`config.mk`:
```
export PLATFORM = sky130hd
export DESIGN_NAME = dr_search
export DESIGN_NICKNAME = d
export VERILOG_FILES = /design/src/rtl/dr_pkg.sv /design/src/rtl/dr_search.sv
export SDC_FILE = /design/constraint.sdc
export NUM_CORES = 1
export LEC_CHECK = 0
export ABC_AREA = 0
export BUFFER_PORTS_ARGS = -buffer_cell sky130_fd_sc_hd__buf_4
export CAP_MARGIN = 40
export CORE_AREA = 2 2 103 105
export CTS_BUF_LIST = sky130_fd_sc_hd__clkbuf_4
export CTS_CLUSTER_DIAMETER = 80
export DETAILED_ROUTE_END_ITERATION = 10
export DIE_AREA = 0 0 105 107
export MAX_ROUTING_LAYER = met4
export PLACE_DENSITY_LB_ADDON = 0.15
export SLEW_MARGIN = 25
export SYNTH_ARGS = -nofsm -noshare
export SYNTH_HDL_FRONTEND = slang
export SYNTH_SLANG_ARGS = --single-unit
```
`constraint.sdc`:
```
create_clock -name clk -period 5.05 [get_ports clk]
set_input_delay 0.505 -clock clk [delete_from_list [all_inputs] [get_ports clk]]
set_output_delay 0.505 -clock clk [all_outputs]
set_load 0.01 [all_outputs]
```
`src/rtl/dr_pkg.sv`:
```
// Shared types and constants for the dense rank lookup block.
package dr_pkg;

  localparam int SCORE_W         = 32;
  localparam int RANK_W          = 11;
  localparam int MAX_ENTRIES_DEF = 1024;

  localparam logic MODE_LOAD  = 1'b0;
  localparam logic MODE_QUERY = 1'b1;

  typedef struct packed {
    logic               mode;
    logic [SCORE_W-1:0] score;
  } in_t;

  typedef struct packed {
    logic [RANK_W-1:0] rank;
    logic              overflow;
  } out_t;

  typedef struct packed {
    logic              done;
    logic [RANK_W-1:0] rank;
  } srch_res_t;

  typedef enum logic {
    S_IDLE,
    S_SEARCH
  } srch_state_t;

endpackage

```
`src/rtl/dr_search.sv`:
```
// Binary search sequencer: one table read per cycle, next address formed from read data.
module dr_search
  import dr_pkg::*;
#(
  parameter int MAX_ENTRIES = MAX_ENTRIES_DEF,
  localparam int AW = $clog2(MAX_ENTRIES),
  localparam int CW = $clog2(MAX_ENTRIES + 1)
) (
  input  logic               clk,
  input  logic               rst,
  input  logic               start,
  input  logic [SCORE_W-1:0] query_in,
  input  logic [CW-1:0]      count,
  input  logic               slot_free,
  output logic               busy,
  output logic               rd_en,
  output logic [AW-1:0]      rd_addr,
  input  logic [SCORE_W-1:0] rd_data,
  output srch_res_t          res
);

  srch_state_t        state, state_next;
  logic [CW-1:0]      lo, hi;
  logic [SCORE_W-1:0] query;
  logic [AW-1:0]      mid_q;
  logic               pend;

  logic [CW-1:0]      lo_cur, hi_cur;
  logic [CW:0]        mid_sum;
  logic [AW-1:0]      mid;
  logic               go;

  // fold in the result of the read issued last cycle
  always_comb begin
    lo_cur = lo;
    hi_cur = hi;
    if (pend) begin
      if (rd_data > query) begin
        lo_cur = CW'(mid_q) + CW'(1);
      end else begin
        hi_cur = CW'(mid_q);
      end
    end
    mid_sum = {1'b0, lo_cur} + {1'b0, hi_cur};
    mid     = mid_sum[AW:1];
    go      = lo_cur < hi_cur;
  end

  always_comb begin
    state_next = state;
    unique case (state)
      S_IDLE:   if (start) state_next = S_SEARCH;
      S_SEARCH: if (!go && slot_free) state_next = S_IDLE;
      default:  state_next = S_IDLE;
    endcase
  end

  always_comb begin
    busy     = 1'b0;
    rd_en    = 1'b0;
    rd_addr  = mid;
    res.done = 1'b0;
    res.rank = RANK_W'(lo_cur) + RANK_W'(1);
    unique case (state)
      S_IDLE: begin
      end
      S_SEARCH: begin
        busy     = 1'b1;
        rd_en    = go;
        res.done = !go && slot_free;
      end
      default: begin
      end
    endcase
  end

  always_ff @(posedge clk) begin
    if (rst) begin
      state <= S_IDLE;
      pend  <= 1'b0;
    end else begin
      state <= state_next;
      if (state == S_IDLE) begin
        pend <= 1'b0;
      end else begin
        pend <= go;
      end
    end
  end

  always_ff @(posedge clk) begin
    if (state == S_IDLE) begin
      if (start) begin
        lo    <= '0;
        hi    <= count;
        query <= query_in;
      end
    end else begin
      lo    <= lo_cur;
      hi    <= hi_cur;
      mid_q <= mid;
    end
  end

endmodule

```
==> flow_summary.toml, run 1 <==
[routing]
vias = 3658
ant_nets = 0
drt_pass1_iterations = 4
routed_via_density = 5.01
drtIter0Drc = 159
post_drt_wl_per_cell_um = 14.7
drt-total-wl_um = 10800
drc_errors = 0

[global_route]
gr-total-overflow = 0
grt_usage = 0.195
grt_pass1_wl_um = 16800
grt_antenna_before_repair = 1
grt_pass1_vias = 3643
grt_max_degree = 48

[floorplan]
dieArea_um2 = 11200
ios = 103
dieWidth_um = 105
die_h_um = 107
start_util = 0.441
rows = 37
core_area_um2 = 10100

[sta]
finalSetupViolCount = 0
fin_skew_ns = 0.0155
finalHoldViolations = 0
fin_crit_sh = 0.968
slew_violations = 0
rsz0062_at_grt = "yes"
setup_tns_ns = 0
relSlewSlack = 0.663
hold_slack_ns = 0.249
fin_crit_ns = 4.89
tightest_slew_ns = 0.505
fmax_mhz = 205

[setup_path]
startpoint_type = "flip-flop"
reg2reg_to = "state"
r2r_start = "query[1]"
r2r_slack_ns = 0.28
ff2ff_path_depth = 28
critPathKind = "reg2out"
endpoint_kind = "output pin"
path_max_fanout = 4
crit_arrival_ns = 4.38
worstPathRequired_ns = 4.55

[pwr]
swShare = 0.328
leakage_nw = 2.80
clock_power_share = 0.211
internal_power_mw = 1.29
total_power_mw = 1.93
combPwrFrac = 0.409
power.switching_uw = 633
vdd_drop_max_uv = 207
powerDensity_nw_per_um2 = 306
seq_power_share = 0.380

[clock_tree]
clk_pin_slew_worst_paths_ns = 0.11
clk_path_buf_depth = 2
ctsRootBufferMaster = "clkbuf_4"
cts_inserted_buffers = 9
htree_levels = 3
postCtsHoldBufs = 0
clk_latency_ns = 0.42
cts_tree = "done"
numClockSinks = 66

[synth]
netlist_instances = 429
synth_compound_area_frac = 0.107
synth-simple-area-share = 0.133
seq_area_frac_synth = 0.441
synth_fa_ha_area_frac = 0.154
yosys_warnings = 0
synth_area_leaders = "edfxtp_1 (43%), ha_1 (15%), inv_1 (5.2%)"
synth_common_cells = "edfxtp_1 (64), inv_1 (62), ha_1 (53)"
syn-num-nets = 562
synth.largest_area_cell = "edfxtp_1"
ys_types = 52
synth_mux_area_frac = 0.0534
yosys_register_bits = 66
avgSynthCellArea_um2 = 10.4
synth-edff-count = 64
synth-async-reset-ratio = 0
synth_top_family_by_area = "adder cells"
synth_ff_type = "edfxtp_1"
synth_area_um2 = 4450
yosysTopAreaCellShare = 0.432
synth-xor-area-share = 0.0472
synth_most_common_cell = "edfxtp_1"

[place]
dp_hpwl_um = 7930
portBuffers = 102
placed_cells = 696
gp_congestion = 0.819

[hold_path]
hold_path.class = "in2reg"
min_from = "rst"
min_path_cells = 2
whs_endpoint = "state"

[run_status]
status = "completed"

[final_layout]
drive_above_1_share = 0.393
area_delta_synth_final_pct = 41.6
final_cells = 730
fin_util = 0.625
layout.nets = 721

[run]
max-cap-violations = 0
==> worst max path at each step <==
stage	startpoint	endpoint	slack, ns	depth (start not counted)
final	query[1]	rd_en	0.16	21
after global routing	query[11]	rd_en	-0.12	21
after CTS	query[14]	rd_addr[9]	0.00006	19
after detailed placement	rd_data[1]	rd_addr[9]	-0.13	21
after global placement	rd_data[1]	rd_addr[9]	-0.08	21
after floorplan	rd_data[1]	rd_addr[9]	0.20	20
==> metrics by stage <==
step	setup WS (ns)	cell area [um2]
global route	-0.115	6300
finish	0.163	6300
CTS	0.0000604	5950
floorplan	0.202	4450
global placement	-0.0784	5630
detailed placement	-0.128	5650
==> critical path: stages, from the launching register on <==
cell       delay [ns]
edfxtp_1         0.42
inv_2            0.08
ha_4             0.19
nor2b_1          0.12
o211ai_1         0.20
a2111oi_2        0.11
o31a_4           0.40
nor3_4           0.27
buf_6            0.17
mux2i_4          0.23
inv_2            0.06
ha_4             0.26
buf_6            0.10
nand2b_4         0.11
a21oi_2          0.05
o21bai_1         0.16
a21oi_1          0.11
o21bai_1         0.19
a21oi_2          0.08
o21ai_2          0.24
and4_1           0.28
buf_6            0.12
==> power groups by stage <==
| stage | combinational (mW) | clock (mW) | sequential, mW |
|---|---|---|---|
| finish | 0.789 | 0.407 | 0.732 |
| global route | 0.861 | 0.439 | 0.738 |
| CTS | 0.694 | 0.419 | 0.724 |
| detailed placement | 0.660 | 0 | 0.736 |
| global placement | 0.648 | 0 | 0.735 |
| floorplan | 0.377 | 0 | 0.719 |
==> layout make-up <==
| class | count | area, um2 |
|---|---|---|
| antenna | 1 | 2.50 |
| clock buffer | 11 | 82.6 |
| clock inverter | 5 | 78.8 |
| fill | 838 | 3790 |
| inverter | 62 | 233 |
| multi-input combinational | 290 | 2550 |
| sequential | 66 | 1960 |
| tap | 136 | 170 |
| timing repair buffer | 159 | 1230 |
==> metal layers <==
layer	part of all wire	routed length (um)	vias up	global-route usage
met5	0	0	-	-
met1	0.44	4700	1713	0.229
met2	0.50	5390	89	0.338
met4	0.020	212	0	0.0771
li1	-	-	1840	-
met3	0.042	453	16	0.0280
==> kinds of logic after synthesis <==
family          count (synthesis)
simple gates                  114
compound gates                 75
buf+inv                        73
flops                          66
fa+ha+maj                      54
mux                            23
xor+xnor                       24
==> registers in the layout (all words and copies together) (netlist names) <==
signal	count
lo	11
query	32
pend	1
state	1
mid_q	10
hi	11
==> what timing repair did <==
item                       in CTS  in global routing
setup endpoints to repair       4                  9
resized for setup              20                 50
buffers inserted               12                  6
pin swaps                       7                 23
==> layout by cell type, fill, tap and decap left out, types with 10 or more instances in the layout <==
| master | n |
|---|---|
| inv_1 | 59 |
| nand4_1 | 10 |
| xor2_1 | 10 |
| a21oi_1 | 31 |
| nand2_1 | 23 |
| buf_4 | 153 |
| mux2i_1 | 12 |
| edfxtp_1 | 64 |
| nor2_1 | 28 |
| ha_1 | 43 |
| clkbuf_4 | 11 |
| xnor2_1 | 14 |
| nand3_1 | 12 |
| ha_4 | 10 |
Power figures use the tool's default switching activity.
==> inputs of run 2 (changes only) <==
Settings changed: BUFFER_PORTS_ARGS -buffer_cell sky130_fd_sc_hd__buf_4 to default, DONT_BUFFER_PORTS from default to 1, SLEW_MARGIN 25 to 20.
==> run 2 against run 1 <==
Compared with the run above: critical path type unchanged; via count fell by 12%; largest power group is now sequential cells; first-iteration DRC count fell by 14%; clock skew fell by 0.0065 ns; combinational power fell by 22%; critical path depth did not move.
==> flow_summary.toml, run 2 (synthesis results as in run 1) <==
[clock_tree]
cts_inserted_buffers = 9
postCtsHoldBufs = 0
numClockSinks = 66
clk_pin_slew_worst_paths_ns = 0.12
clk_path_buf_depth = 2
ctsRootBufferMaster = "clkbuf_4"
htree_levels = 3
clk_latency_ns = 0.45
cts_tree = "done"

[routing]
vias = 3214
ant_nets = 0
drc_errors = 0
post_drt_wl_per_cell_um = 16.8
drtIter0Drc = 136
drt-total-wl_um = 10300
drt_pass1_iterations = 4
routed_via_density = 5.24

[floorplan]
dieWidth_um = 105
core_area_um2 = 10100
rows = 37
dieArea_um2 = 11200
ios = 103
die_h_um = 107
start_util = 0.441

[sta]
fmax_mhz = 203
finalSetupViolCount = 0
tightest_slew_ns = 0.450
fin_skew_ns = 0.00902
fin_crit_sh = 0.973
setup_tns_ns = 0
fin_crit_ns = 4.92
relSlewSlack = 0.700
finalHoldViolations = 0
rsz0062_at_grt = "yes"
hold_slack_ns = 0.116
slew_violations = 0

[place]
portBuffers = 0
gp_congestion = 0.837
dp_hpwl_um = 7780

[final_layout]
reg.largest.list = "query (32), hi (11), lo (11)"
max_flop_register = "query"
layout.nets = 604
layout_common_cells = "edfxtp_1 (64), inv_1 (59), ha_1 (42)"
largest_reg_flops = 32
area_delta_synth_final_pct = 21.7
drive_above_1_share = 0.242
layout_commonest_cell = "edfxtp_1"

[setup_path]
worstPathRequired_ns = 4.55
reg2reg_to = "mid_q[9]"
r2r_slack_ns = 0.88
path_max_fanout = 4
r2r_start = "query[13]"
ff2ff_path_depth = 21
crit_arrival_ns = 4.41
critPathKind = "reg2out"
endpoint_kind = "output pin"
startpoint_type = "flip-flop"

[pwr]
powerDensity_nw_per_um2 = 315
leakage_nw = 2.22
vdd_drop_max_uv = 204

[run]
max-cap-violations = 0

[global_route]
grt_pass1_vias = 3258
grt_antenna_before_repair = 1
gr-total-overflow = 0
grt_pass1_wl_um = 15800
grt_max_degree = 38
grt_usage = 0.189

[hold_path]
min_from = "rst"
min_path_cells = 1
hold_path.class = "in2reg"
whs_endpoint = "pend"

[run_status]
status = "completed"
run 2: final cells by class:
cell class | count | area [um2]
fill | 926 | 4670
multi-input combinational | 290 | 2530
sequential | 66 | 1960
timing repair buffer | 42 | 382
inverter | 62 | 233
tap | 136 | 170
clock inverter | 7 | 68.8
clock buffer | 9 | 67.6
antenna | 1 | 2.50
run 2: worst max-delay path by stage:
stage                startpoint          to  slack (ns)  depth (start not counted)
CTS                   query[13]  rd_addr[9]       0.001                         20
finish                query[13]  rd_addr[9]        0.13                         21
floorplan            rd_data[1]  rd_addr[9]        0.20                         20
detailed placement  rd_data[14]  rd_addr[9]        0.01                         20
global placement    rd_data[15]  rd_addr[9]        0.09                         20
global route          query[14]  rd_addr[9]       -0.14                         21
run 2: critical path, stage by stage, from the launching register on:
cell and delay, ns:
edfxtp_1 0.36, inv_2 0.05, ha_4 0.25, nand4_1 0.17
nor4_1 0.31, buf_4 0.17, nor2b_2 0.04, o31a_4 0.13
nor3_4 0.29, mux2i_1 0.28, inv_1 0.11, ha_4 0.25
nor2b_4 0.12, o21ai_2 0.20, a21boi_4 0.08, o21ai_2 0.18
a21boi_2 0.08, o21a_1 0.21, o21ai_2 0.16, nand2b_1 0.08
a311oi_2 0.26, buf_4 0.17
run 2: per-stage QoR:
stage                     total power, mW  worst slack (ns)  cell area [um2]   util  cells
final                                1.71             0.134             5420  0.537    613
after global routing                 1.81            -0.138             5420  0.537    613
after CTS                            1.63           0.00130             4990  0.495    599
after detailed placement             1.26            0.0103             4800  0.476    582
after global placement               1.24            0.0944             4770  0.473    580
after floorplan                      1.10             0.202             4450      -    429
run 2: routing by layer:
layer,part of all wire,up-vias,global-route usage
li1,-,1601,-
met1,0.44,1515,0.222
met2,0.50,82,0.318
met3,0.035,16,0.0310
met4,0.024,0,0.0895
met5,0,-,-
run 2: power breakdown:
part           total [mW]  leakage, nW  internal [mW]  switching, mW
sequential          0.731        0.643          0.682         0.0486
combinational       0.614         1.50          0.270          0.344
clock               0.364       0.0754          0.150          0.214
run 2: timing repair:
item                                    CTS  global route
pin swaps                                 5            22
gates cloned                              0             1
buffers inserted                          1            12
endpoints found under the setup margin    3             5
resized for setup                        14            50
==> inputs of run 3 (changes only) <==
Settings changed: CORE_AREA 2 2 103 105 to 2 2 98 110, DIE_AREA 0 0 105 107 to 0 0 100 112.
==> run 3 against run 2 <==
Compared with the run above: clock-buffer cell count unchanged; die area decreased by 0.31%; cell area decreased by 1.9%; critical path depth increased by 1; power decreased by 2.0%; combinational power decreased by 3%; sequential share of layout area increased by 0.71 points; global-route usage decreased by 0.41 points; non-clock buffer count increased by 3; critical path type unchanged.
==> flow_summary.toml, run 3 (synthesis results as in run 1) <==
[sta]
finalSetupViolCount = 0
finalHoldViolations = 0
relSlewSlack = 0.656
rsz0062_at_grt = "yes"
tightest_slew_ns = 0.515
slew_violations = 0
fmax_mhz = 205
setup_tns_ns = 0
fin_crit_sh = 0.966
layout_setup_ws_ns = 0.169
fin_skew_ns = 0.0134
fin_crit_ns = 4.88

[clock_tree]
clk_pin_slew_worst_paths_ns = 0.12
postCtsHoldBufs = 0
htree_levels = 3
clk_path_buf_depth = 2
ctsRootBufferMaster = "clkbuf_4"
numClockSinks = 66
cts_inserted_buffers = 9
cts_tree = "done"
clk_latency_ns = 0.42

[pwr]
leakage_nw = 2.22
swShare = 0.348
clock_power_share = 0.205
vdd_drop_max_uv = 171
combPwrFrac = 0.356
total_power_mw = 1.67
internal_power_mw = 1.09
power.switching_uw = 583
powerDensity_nw_per_um2 = 315
seq_power_share = 0.439

[setup_path]
crit_cells = 22
path_cells = "inv_2, ha_4, nand4_1, nor4_2, buf_4, a22oi_2, buf_4, nor3_4, buf_6, mux2i_4, inv_2, ha_4, nor2b_4, o21ai_2, a21boi_2, o21ai_2, a21boi_2, o21a_1, o21ai_2, nand2b_1, a311oi_2, buf_4"
r2r_start = "query[10]"
endpoint_kind = "output pin"
endpoint = "rd_addr[9]"
critical-path-top-delay-family = "compound AO/OA/AOI/OAI gates"
path_max_fanout = 3
slowest_delay_ns = 0.36
worstPathRequired_ns = 4.55
r2r_slack_ns = 0.91
critPathKind = "reg2out"
crit_path_top_delay_cell = "edfxtp_1"
startpoint_type = "flip-flop"
crit_arrival_ns = 4.38
cp-startpoint = "query[10]"
reg2reg_to = "pend"
path_buf_inv = 6
ff2ff_path_depth = 22

[routing]
drc_errors = 0
drt_pass1_iterations = 4
ant_nets = 0
drt-total-wl_um = 10100
drtIter0Drc = 167
routed_via_density = 5.32
vias = 3203
post_drt_wl_per_cell_um = 16.8

[final_layout]
max_flop_register = "query"
layout.nets = 607
drive_above_1_share = 0.221
layout_common_cells = "edfxtp_1 (64), inv_1 (59), ha_1 (47)"
fill_cells = 936
layout_commonest_cell = "edfxtp_1"
largest_reg_flops = 32
reg.largest.list = "query (32), hi (11), lo (11)"
area_delta_synth_final_pct = 19.4
final_cells = 602
antenna_cells = 0
fin_area_um2 = 5310

[floorplan]
start_util = 0.438
core_area_um2 = 10100
dieWidth_um = 100
die_h_um = 112
dieArea_um2 = 11200
ios = 103
rows = 39

[place]
gp_congestion = 0.850
placed_cells = 575
placed_cell_area_um2 = 4840
pre_cts_ws_ns = -0.0772
dp_hpwl_um = 7950
portBuffers = 0

[global_route]
gr-total-overflow = 0
grt_max_degree = 33
grt_usage = 0.185
grt_antenna_before_repair = 0
grt_pass1_vias = 3169
grt_pass1_wl_um = 15500

[hold_path]
hold_path.class = "in2reg"

[run]
max-cap-violations = 0

[run_status]
status = "completed"
==> run 3: area by class of cell <==
| type | instances | area, um2 | area share |
|---|---|---|---|
| Timing Repair Buffer | 45 | 398 | 0.0749 |
| Clock inverter | 7 | 60.1 | 0.0113 |
| Tap cell | 123 | 154 | 0.0290 |
| Sequential cell | 66 | 1960 | 0.369 |
| Clock buffer | 9 | 67.6 | 0.0127 |
| Inverter | 62 | 233 | 0.0438 |
| Multi-Input combinational cell | 290 | 2440 | 0.459 |
==> run 3: worst min-delay path by stage <==
stage	from	to	slack (ns)	depth (start not counted)
2_1_floorplan	lo[10]	lo[10]	0.57	2
3_3_place_gp	rst	state	0.58	1
3_5_place_dp	rst	state	0.58	1
4_1_cts	rst	state	0.09	1
5_1_grt	rst	state	0.11	1
6_report	rst	state	0.13	1
==> run 3: power groups by stage <==
stage | sequential, mW | combinational (mW) | clock (mW)
floorplan | 0.719 | 0.377 | 0
global placement | 0.747 | 0.512 | 0
detailed placement | 0.742 | 0.531 | 0
CTS | 0.729 | 0.542 | 0.359
global route | 0.743 | 0.660 | 0.374
finish | 0.735 | 0.597 | 0.343
==> run 3: repair_timing <==
item	CTS	global route
endpoints found under the setup margin	4	5
endpoints found under the hold margin	0	0
resized for setup	9	42
pin swaps	7	19
setup buffers	4	8
==> run 3: routing by layer <==
metal / routed length, um / GRT usage / vias to the layer above
met5: 0 / - / -
met4: 235 / 0.0804 / 0
met3: 510 / 0.0370 / 16
met2: 5300 / 0.320 / 87
met1: 4080 / 0.204 / 1484
li1: - / - / 1616
==> run 3: stage by stage <==
stage | hold WS (ns) | util
2_1_floorplan | 0.575 | -
6_report | 0.130 | 0.524
3_3_place_gp | 0.578 | 0.473
3_5_place_dp | 0.578 | 0.477
4_1_cts | 0.0948 | 0.495
5_1_grt | 0.105 | 0.524
